<file path="config.mk">
export PLATFORM = sky130hd
export DESIGN_NAME = multi_mode_line_encoder_top_flat
export DESIGN_NICKNAME = d
export VERILOG_FILES = /design/src/rtl/core/mmle_pkg.sv /design/src/rtl/core/mmle_if.sv /design/src/rtl/core/mmle_front.sv /design/src/rtl/core/mmle_fifo.sv /design/src/rtl/core/mmle_back.sv /design/src/rtl/core/multi_mode_line_encoder_top.sv /design/src/flat_wrapper.sv
export SDC_FILE = /design/constraint.sdc
export NUM_CORES = 1
export LEC_CHECK = 0
export BUFFER_PORTS_ARGS = -buffer_cell sky130_fd_sc_hd__buf_2
export CAP_MARGIN = 20
export CORE_ASPECT_RATIO = 0.8
export CORE_MARGIN = 2
export CORE_UTILIZATION = 39
export CTS_CLUSTER_SIZE = 16
export DETAILED_ROUTE_END_ITERATION = 6
export GPL_TIMING_DRIVEN = 0
export MAX_ROUTING_LAYER = met4
export PLACE_DENSITY = 0.57
export SETUP_SLACK_MARGIN = 0.2
export SLEW_MARGIN = 0
export SYNTH_ARGS = -nofsm -noshare
export SYNTH_HDL_FRONTEND = slang
export SYNTH_HIERARCHICAL = 1
export SYNTH_SLANG_ARGS = --single-unit
</file>
<file path="constraint.sdc">
create_clock -name clk -period 2.1 [get_ports clk]
set_input_delay 0.105 -clock clk [delete_from_list [all_inputs] [get_ports clk]]
set_output_delay 0.105 -clock clk [all_outputs]
set_load 0.05 [all_outputs]
</file>
<file path="src/rtl/core/mmle_pkg.sv">
// package for the multi-mode line encoder: widths, coding mode codes,
// the 4b5b code table and the queue entry and status types
// no dependencies
package mmle_pkg;

  localparam int BYTE_W      = 8;
  localparam int MODE_W      = 2;
  localparam int CODE_W      = 16;
  localparam int CNT_W       = 4;
  localparam int QUEUE_DEPTH = 2;
  localparam int QPTR_W      = $clog2(QUEUE_DEPTH);
  localparam int QCNT_W      = $clog2(QUEUE_DEPTH + 1);

  localparam logic [MODE_W-1:0] MODE_NRZ  = 2'd0;
  localparam logic [MODE_W-1:0] MODE_MAN  = 2'd1;
  localparam logic [MODE_W-1:0] MODE_4B5B = 2'd2;
  localparam logic [MODE_W-1:0] MODE_NONE = 2'd3;

  // index of the final coded bit for each mode
  localparam logic [CNT_W-1:0] NRZ_LAST  = 4'd7;
  localparam logic [CNT_W-1:0] MAN_LAST  = 4'd15;
  localparam logic [CNT_W-1:0] FBFB_LAST = 4'd9;

  // standard 4b5b codes, bit 4 goes out first
  localparam logic [4:0] CODE_4B5B [16] = '{
    5'h1E, 5'h09, 5'h14, 5'h15, 5'h0A, 5'h0B, 5'h0E, 5'h0F,
    5'h12, 5'h13, 5'h16, 5'h17, 5'h1A, 5'h1B, 5'h1C, 5'h1D
  };

  // one coded byte: bits left aligned, index of its last bit
  typedef struct packed {
    logic [CODE_W-1:0] bits;
    logic [CNT_W-1:0]  last_idx;
  } entry_t;

  typedef struct packed {
    logic empty;
    logic full;
  } queue_status_t;

endpackage

</file>
<file path="src/rtl/core/mmle_if.sv">
// channel interfaces of the line encoder: byte input, coded bit output
// and coding mode write port; depends on mmle_pkg
interface mmle_in_if;
  logic                        valid;
  logic                        ready;
  logic [mmle_pkg::BYTE_W-1:0] data_byte;
  modport source (output valid, output data_byte, input ready);
  modport sink (input valid, input data_byte, output ready);
endinterface

interface mmle_out_if;
  logic valid;
  logic ready;
  logic line_level;
  logic last_bit;
  modport source (output valid, output line_level, output last_bit, input ready);
  modport sink (input valid, input line_level, input last_bit, output ready);
endinterface

interface mmle_cfg_if;
  logic                        valid;
  logic                        ready;
  logic [mmle_pkg::MODE_W-1:0] coding_mode;
  modport source (output valid, output coding_mode, input ready);
  modport sink (input valid, input coding_mode, output ready);
endinterface

</file>
<file path="src/rtl/core/mmle_front.sv">
// front end: holds the coding mode, accepts bytes and codes each one
// into a left-aligned bit word for the queue; depends on mmle_pkg, mmle_if
module mmle_front (
  input  logic                    clk,
  input  logic                    rst_n,
  mmle_in_if.sink                 in_ch,
  mmle_cfg_if.sink                cfg_ch,
  input  mmle_pkg::queue_status_t q_stat,
  output logic                    push,
  output mmle_pkg::entry_t        push_entry
);
  import mmle_pkg::*;

  logic [MODE_W-1:0] mode_r;
  logic [CODE_W-1:0] man_bits;
  logic              in_fire;

  assign cfg_ch.ready = 1'b1;
  assign in_ch.ready  = !q_stat.full;
  assign in_fire      = in_ch.valid && in_ch.ready;

  always_comb begin
    for (int k = 0; k < BYTE_W; k++) begin
      man_bits[2*k+1] = ~in_ch.data_byte[k];
      man_bits[2*k]   = in_ch.data_byte[k];
    end
  end

  always_comb begin
    push_entry = '0;
    case (mode_r)
      MODE_NRZ: begin
        push_entry.bits     = {in_ch.data_byte, {(CODE_W-BYTE_W){1'b0}}};
        push_entry.last_idx = NRZ_LAST;
      end
      MODE_MAN: begin
        push_entry.bits     = man_bits;
        push_entry.last_idx = MAN_LAST;
      end
      MODE_4B5B: begin
        push_entry.bits     = {CODE_4B5B[in_ch.data_byte[7:4]],
                               CODE_4B5B[in_ch.data_byte[3:0]], 6'b0};
        push_entry.last_idx = FBFB_LAST;
      end
      default: begin
        push_entry = '0;
      end
    endcase
  end

  // mode three words are taken and dropped
  assign push = in_fire && (mode_r != MODE_NONE);

  always_ff @(posedge clk) begin
    if (!rst_n) begin
      mode_r <= MODE_NRZ;
    end else if (cfg_ch.valid && cfg_ch.ready) begin
      mode_r <= cfg_ch.coding_mode;
    end
  end

endmodule

</file>
<file path="src/rtl/core/mmle_fifo.sv">
// short queue of coded bytes between front end and serializer
// depends on mmle_pkg
module mmle_fifo (
  input  logic                    clk,
  input  logic                    rst_n,
  input  logic                    push,
  input  mmle_pkg::entry_t        push_entry,
  input  logic                    pop,
  output mmle_pkg::entry_t        head,
  output mmle_pkg::queue_status_t q_stat
);
  import mmle_pkg::*;

  entry_t            mem_r [QUEUE_DEPTH];
  logic [QPTR_W-1:0] wr_ptr_r, wr_ptr_nxt;
  logic [QPTR_W-1:0] rd_ptr_r, rd_ptr_nxt;
  logic [QCNT_W-1:0] count_r, count_nxt;

  assign head         = mem_r[rd_ptr_r];
  assign q_stat.empty = (count_r == '0);
  assign q_stat.full  = (count_r == QCNT_W'(QUEUE_DEPTH));

  always_comb begin
    wr_ptr_nxt = wr_ptr_r;
    rd_ptr_nxt = rd_ptr_r;
    count_nxt  = count_r;
    if (push) begin
      wr_ptr_nxt = (wr_ptr_r == QPTR_W'(QUEUE_DEPTH - 1)) ? '0 : wr_ptr_r + QPTR_W'(1);
    end
    if (pop) begin
      rd_ptr_nxt = (rd_ptr_r == QPTR_W'(QUEUE_DEPTH - 1)) ? '0 : rd_ptr_r + QPTR_W'(1);
    end
    case ({push, pop})
      2'b10:   count_nxt = count_r + QCNT_W'(1);
      2'b01:   count_nxt = count_r - QCNT_W'(1);
      default: count_nxt = count_r;
    endcase
  end

  always_ff @(posedge clk) begin
    if (!rst_n) begin
      wr_ptr_r <= '0;
      rd_ptr_r <= '0;
      count_r  <= '0;
    end else begin
      wr_ptr_r <= wr_ptr_nxt;
      rd_ptr_r <= rd_ptr_nxt;
      count_r  <= count_nxt;
    end
  end

  always_ff @(posedge clk) begin
    if (push) begin
      mem_r[wr_ptr_r] <= push_entry;
    end
  end

`ifndef ASSERT_OFF
  a_no_push_full: assert property (@(posedge clk) disable iff (!rst_n)
    push |-> !q_stat.full)
    else $error("queue written while full");
  a_no_pop_empty: assert property (@(posedge clk) disable iff (!rst_n)
    pop |-> !q_stat.empty)
    else $error("queue read while empty");
  a_count_bound: assert property (@(posedge clk) disable iff (!rst_n)
    count_r <= QCNT_W'(QUEUE_DEPTH))
    else $error("queue count beyond depth");
`endif

endmodule

</file>
<file path="src/rtl/core/mmle_back.sv">
// serializer: takes coded bytes from the queue and sends one bit per word
// through an output register, flagging the last; depends on mmle_pkg, mmle_if
module mmle_back (
  input  logic                    clk,
  input  logic                    rst_n,
  input  mmle_pkg::entry_t        head,
  input  mmle_pkg::queue_status_t q_stat,
  output logic                    pop,
  mmle_out_if.source              out_ch
);
  import mmle_pkg::*;

  logic              busy_r, busy_nxt;
  logic [CODE_W-1:0] shift_r, shift_nxt;
  logic [CNT_W-1:0]  left_r, left_nxt;
  logic              out_valid_r, out_valid_nxt;
  logic              level_r, level_nxt;
  logic              last_r, last_nxt;
  logic              adv;

  assign out_ch.valid      = out_valid_r;
  assign out_ch.line_level = level_r;
  assign out_ch.last_bit   = last_r;

  // output register free or emptying this cycle
  assign adv = !out_valid_r || out_ch.ready;

  always_comb begin
    busy_nxt      = busy_r;
    shift_nxt     = shift_r;
    left_nxt      = left_r;
    out_valid_nxt = out_valid_r;
    level_nxt     = level_r;
    last_nxt      = last_r;
    pop           = 1'b0;
    if (out_valid_r && out_ch.ready) begin
      out_valid_nxt = 1'b0;
    end
    if (busy_r && adv) begin
      out_valid_nxt = 1'b1;
      level_nxt     = shift_r[CODE_W-1];
      last_nxt      = (left_r == '0);
      shift_nxt     = {shift_r[CODE_W-2:0], 1'b0};
      left_nxt      = left_r - CNT_W'(1);
      if (left_r == '0) begin
        busy_nxt = 1'b0;
      end
    end
    // load the next byte as soon as the current one sends its last bit
    if ((!busy_r || (adv && left_r == '0)) && !q_stat.empty) begin
      pop       = 1'b1;
      shift_nxt = head.bits;
      left_nxt  = head.last_idx;
      busy_nxt  = 1'b1;
    end
  end

  always_ff @(posedge clk) begin
    if (!rst_n) begin
      busy_r      <= 1'b0;
      out_valid_r <= 1'b0;
    end else begin
      busy_r      <= busy_nxt;
      out_valid_r <= out_valid_nxt;
    end
  end

  always_ff @(posedge clk) begin
    shift_r <= shift_nxt;
    left_r  <= left_nxt;
    level_r <= level_nxt;
    last_r  <= last_nxt;
  end

endmodule

</file>
<file path="src/rtl/core/multi_mode_line_encoder_top.sv">
// top level of the multi-mode line encoder: front end, queue, serializer
// depends on mmle_pkg, mmle_if, mmle_front, mmle_fifo, mmle_back
//
//   channel  dir  payload            meaning
//   in_ch    in   data_byte[7:0]     byte to code, msb first
//   out_ch   out  line_level, last   one coded bit per word
//   cfg_ch   in   coding_mode[1:0]   0 nrz, 1 manchester, 2 4b5b
//
// a byte leaves as 8 (nrz), 16 (manchester) or 10 (4b5b) output words, one
// per cycle while out_ch.ready is high, from the serializer shift register;
// bytes of mode three are taken and give no words
// the two-entry queue takes new bytes while the serializer is busy;
// in_ch.ready drops once it is full
// out_ch.ready low freezes the serializer with its bit held in the output register
// reset sets the mode to nrz and empties queue and serializer
module multi_mode_line_encoder_top (
  input  logic        clk,
  input  logic        rst_n,
  mmle_in_if.sink     in_ch,
  mmle_cfg_if.sink    cfg_ch,
  mmle_out_if.source  out_ch
);
  import mmle_pkg::*;

  logic          push;
  logic          pop;
  entry_t        push_entry;
  entry_t        head;
  queue_status_t q_stat;

  mmle_front u_front (
    .clk        (clk),
    .rst_n      (rst_n),
    .in_ch      (in_ch),
    .cfg_ch     (cfg_ch),
    .q_stat     (q_stat),
    .push       (push),
    .push_entry (push_entry)
  );

  mmle_fifo u_fifo (
    .clk        (clk),
    .rst_n      (rst_n),
    .push       (push),
    .push_entry (push_entry),
    .pop        (pop),
    .head       (head),
    .q_stat     (q_stat)
  );

  mmle_back u_back (
    .clk    (clk),
    .rst_n  (rst_n),
    .head   (head),
    .q_stat (q_stat),
    .pop    (pop),
    .out_ch (out_ch)
  );

endmodule
</file>
<file path="src/flat_wrapper.sv">
// flat-port wrapper written by rule: the top's interface ports become plain ports
module multi_mode_line_encoder_top_flat import mmle_pkg::*;
  (clk, rst_n, in_ch_valid, in_ch_data_byte, in_ch_ready, cfg_ch_valid, cfg_ch_coding_mode, cfg_ch_ready, out_ch_valid, out_ch_line_level, out_ch_last_bit, out_ch_ready);
  mmle_in_if in_ch_i ();
  mmle_cfg_if cfg_ch_i ();
  mmle_out_if out_ch_i ();
  input  logic clk;
  input  logic rst_n;
  input wire logic [$bits(in_ch_i.valid)-1:0] in_ch_valid;
  input wire logic [$bits(in_ch_i.data_byte)-1:0] in_ch_data_byte;
  output wire logic [$bits(in_ch_i.ready)-1:0] in_ch_ready;
  input wire logic [$bits(cfg_ch_i.valid)-1:0] cfg_ch_valid;
  input wire logic [$bits(cfg_ch_i.coding_mode)-1:0] cfg_ch_coding_mode;
  output wire logic [$bits(cfg_ch_i.ready)-1:0] cfg_ch_ready;
  output wire logic [$bits(out_ch_i.valid)-1:0] out_ch_valid;
  output wire logic [$bits(out_ch_i.line_level)-1:0] out_ch_line_level;
  output wire logic [$bits(out_ch_i.last_bit)-1:0] out_ch_last_bit;
  input wire logic [$bits(out_ch_i.ready)-1:0] out_ch_ready;
  assign in_ch_i.valid = in_ch_valid;
  assign in_ch_i.data_byte = in_ch_data_byte;
  assign in_ch_ready = in_ch_i.ready;
  assign cfg_ch_i.valid = cfg_ch_valid;
  assign cfg_ch_i.coding_mode = cfg_ch_coding_mode;
  assign cfg_ch_ready = cfg_ch_i.ready;
  assign out_ch_valid = out_ch_i.valid;
  assign out_ch_line_level = out_ch_i.line_level;
  assign out_ch_last_bit = out_ch_i.last_bit;
  assign out_ch_i.ready = out_ch_ready;
  multi_mode_line_encoder_top u_core (.clk(clk), .rst_n(rst_n), .in_ch(in_ch_i), .cfg_ch(cfg_ch_i), .out_ch(out_ch_i));
endmodule
</file>
==> run summary <==
power density normalized to cell area = 1440 nW/um2
Post-Syn Instances = 224
area share of xor/xnor cells in the synthesized design = 1.59%
via count of the first global-routing pass = 1897
Sinks on Clock Net = 71
Top delay family on crit path = buffers and inverters
Worst Clk Skew = 7.50 ps
placeable core region = 8370 um2
Remaining Overflow, GRT = 0
critical path data required time = 2200 ps
clock tree from TritonCTS = yes
Syn Area/Cell = 14.8 um2
share of async-settable or async-resettable flops after synthesis = 0%
Arrival @ worst endpoint = 2130 ps
Static Leak = 1.56 nW
Total GRT Usage = 15.9%
height of the chip = 86.3 um
Boundary Pins = 20
detail-routed net length per standard cell = 17.1 um
detailed-routing iteration count for the pre-antenna-repair pass = 4
final weighted congestion of routability-driven global placement = 0.815
largest net degree at the start of global routing = 21
final clock period utilization by the worst path = 96.6%
smallest setup slack after layout = 70.4 ps
most repeated cell in the gate-level netlist after synthesis = sky130_fd_sc_hd__edfxtp_1
number of enable flip-flop cells after synthesis = 62
Bufs on Longest Clock Path = 2
RSZ-0062 raised after global routing = true
share of synthesized area occupied by flip-flops and latches = 61.8%
top-area cell type share of the netlist area = 56.3%
critical path launch point type = register
worst-path fanout max = 13
proportion of synthesized area in mux cells = 15.9%
number of failing setup endpoints in the final timing report = 0
number of vias per cell = 4.93
detailed placement HPWL = 3720 um
Antenna Nets Post-Route = 0
count of distinct cell types in the synthesized netlist = 41
vias post-DR = 1893
fraction of final layout cells sized beyond drive strength 1 = 40.1%
type of the setup path with the least slack = register to register
overall routed net length = 6560 um
achievable clock frequency = 0.493 GHz
number of antenna violations at the first check in global routing = 0
count of endpoints failing hold in the final timing report = 0
count of max-cap constraint violations = 0
starting density of the core = 39.5%
Final Util = 47.9%
total negative slack = 0 ps
max-slew violation count = 0
status = finished clean
commonest register cell after synthesis = sky130_fd_sc_hd__edfxtp_1
nets in the synthesized netlist = 246
buffering stage count on the worst path with inverters included = 4
cell area after layout = 4010 um2
depth of the CTS H-tree = 3
cell types with the largest area share after synthesis = sky130_fd_sc_hd__edfxtp_1 (56%), sky130_fd_sc_hd__mux2_4 (8.2%), sky130_fd_sc_hd__mux2_2 (6.8%), sky130_fd_sc_hd__dfxtp_1 (5.5%), sky130_fd_sc_hd__ha_1 (2.7%)
Synth Area in Simple Gates = 7.00%
CP max-delay cell = sky130_fd_sc_hd__edfxtp_1
instance area at placement = 3560 um2
Mapped Area = 3300 um2
post-layout total power = 0.00576 W
clock period minus worst slack = 2030 ps
initial DRC count = 158
Worst Hold Class = primary input to register
Final #Nets = 289
cells along the critical path = inv_2, ha_4, nor3b_4, a31oi_4, buf_4, buf_6, buf_12, mux2_4
worst-skew pair later-pin latency = 340 ps
root buffer cell = sky130_fd_sc_hd__clkbuf_8
crit-path max cell delay = 410 ps
Area growth, synth to finish = 21.3%
Die X = 107 um
adder and majority gate portion of the synthesized area = 2.65%
fraction of the mapped netlist area in compound gates = 6.97%
count of input and output buffers = 17
wire length of the first global-routing pass = 10200 um
number of core rows = 30
area of the die = 9230 um2
crit end category = register
number of DRC violations after detailed routing = 0
combinational family with the most area after synthesis = multiplexers
Synth area leader = sky130_fd_sc_hd__edfxtp_1
FF+latch count, synth = 71
diode insertion count for antenna repair = 0
worst IR drop on VDD = 608 uV
worst slack, placed = -147 ps
clock-pin slew reported for the worst setup and hold paths after clock tree synthesis = 70 ps
ranking of synthesized cells by instance count = sky130_fd_sc_hd__edfxtp_1 (62), sky130_fd_sc_hd__mux2_2 (20), sky130_fd_sc_hd__mux2_4 (18)
synth warn = 6
CTS Buf Count = 9
-- routing by layer --
layer  wire, um  part of all wire, %  vias up  track usage, %
met2       2960                   45       37            22.5
met3        251                  3.8       15            4.51
met4        172                  2.6        0            8.03
li1           -                    -      910               -
met5          0                    0        -               -
met1       3170                   48      931            20.8
-- layout make-up --
| cell class | instances | area (um2) |
|---|---|---|
| well taps | 112 | 140 |
| repair buffers | 28 | 179 |
| fillers | 728 | 4360 |
| clock buffers | 9 | 124 |
| inverters | 14 | 65.1 |
| flip-flops and latches | 71 | 2040 |
| plain buffers | 11 | 90.1 |
| multi-input cells | 132 | 1230 |
| clock inverters | 7 | 135 |
-- worst reg2reg max path: stages (launching register included) --
cell and delay [ps]:
sky130_fd_sc_hd__edfxtp_1 410, sky130_fd_sc_hd__inv_2 100, sky130_fd_sc_hd__ha_4 130, sky130_fd_sc_hd__nor3b_4 270
sky130_fd_sc_hd__a31oi_4 150, sky130_fd_sc_hd__buf_4 160, sky130_fd_sc_hd__buf_6 110, sky130_fd_sc_hd__buf_12 150
sky130_fd_sc_hd__mux2_4 320
-- state kept, by name, summed over array words and instances (netlist names), named ones only --
name / flops
u_core/u_fifo/mem_r: 40
u_core/u_back/shift_r: 16
u_core/u_back/left_r: 4
u_core/u_fifo/count_r: 2
u_core/u_front/mode_r: 2
u_core/u_back/busy_r: 1
u_core/u_back/out_ch.last_bit: 1
u_core/u_back/out_ch.line_level: 1
u_core/u_back/out_ch.valid: 1
u_core/u_fifo/rd_ptr_r: 1
u_core/u_fifo/wr_ptr_r: 1
-- repair_timing --
action / 4_1_cts / 5_1_grt
cloned: 3 / 1
endpoints found under the setup margin: 64 / 58
pin swaps: 3 / 7
setup buffers: 5 / 6
hold buffers: 0 / 0
resized for setup: 8 / 11
-- logic make-up after synthesis --
family	count (synthesis)
flops	71
mux	41
simple gates	41
compound gates	32
buf+inv	25
fa+ha+maj	7
xor+xnor	6
other cells	1
-- metrics by stage --
step                instances  hold WS, ps
global route              384         37.4
finish                    384         21.0
global placement          353          367
CTS                       377         9.20
detailed placement        353          378
floorplan                 224          222
-- layout by cell type (no fill, tap or decap), types with 2 or more instances in the layout --
cell type,netlist,routed
sky130_fd_sc_hd__a21oi_1,5,5
sky130_fd_sc_hd__a22oi_1,5,5
sky130_fd_sc_hd__and2_1,8,7
sky130_fd_sc_hd__buf_12,0,2
sky130_fd_sc_hd__buf_2,7,24
sky130_fd_sc_hd__buf_4,2,10
sky130_fd_sc_hd__buf_6,1,3
sky130_fd_sc_hd__bufinv_16,0,4
sky130_fd_sc_hd__clkbuf_8,0,9
sky130_fd_sc_hd__clkinv_1,0,2
sky130_fd_sc_hd__dfxtp_1,9,8
sky130_fd_sc_hd__edfxtp_1,62,62
sky130_fd_sc_hd__ha_1,7,5
sky130_fd_sc_hd__ha_4,0,2
sky130_fd_sc_hd__inv_1,12,10
sky130_fd_sc_hd__inv_2,1,3
sky130_fd_sc_hd__mux2_2,20,20
sky130_fd_sc_hd__mux2_4,18,18
sky130_fd_sc_hd__mux2i_1,3,3
sky130_fd_sc_hd__nand2b_1,4,3
sky130_fd_sc_hd__nand2b_4,0,4
sky130_fd_sc_hd__nor2_1,14,13
sky130_fd_sc_hd__nor2_4,0,2
sky130_fd_sc_hd__nor2b_1,7,7
sky130_fd_sc_hd__nor3_1,2,2
sky130_fd_sc_hd__o211ai_1,2,2
sky130_fd_sc_hd__o21a_1,3,3
sky130_fd_sc_hd__o21ai_0,7,7
sky130_fd_sc_hd__o311ai_1,2,2
sky130_fd_sc_hd__xnor2_1,3,3
sky130_fd_sc_hd__xor2_1,3,3
-- path summary, 6_finish.rpt --
check	from	endpoint	slack, ps	cells past startpoint
max	u_core/u_back/left_r[0]$_DFFE_PP_	u_core/u_back/shift_r[11]$_DFFE_PP_	70	8
min	cfg_ch_coding_mode[1]	u_core/u_front/mode_r[1]$_SDFFE_PN0P_	20	3
max reg2reg	u_core/u_back/left_r[0]$_DFFE_PP_	u_core/u_back/shift_r[11]$_DFFE_PP_	70	8
min reg2reg	u_core/u_back/shift_r[15]$_DFFE_PP_	u_core/u_back/out_ch.line_level$_DFFE_PP_	430	0
-- where the power goes --
| part | switching, W | leakage (nW) | internal, W |
|---|---|---|---|
| Clock | 0.000506 | 0.125 | 0.000901 |
| Combinational | 0.000987 | 0.770 | 0.00111 |
| Sequential | 0.000159 | 0.662 | 0.00210 |
Note: power is estimated with default switching activity, not from simulation.
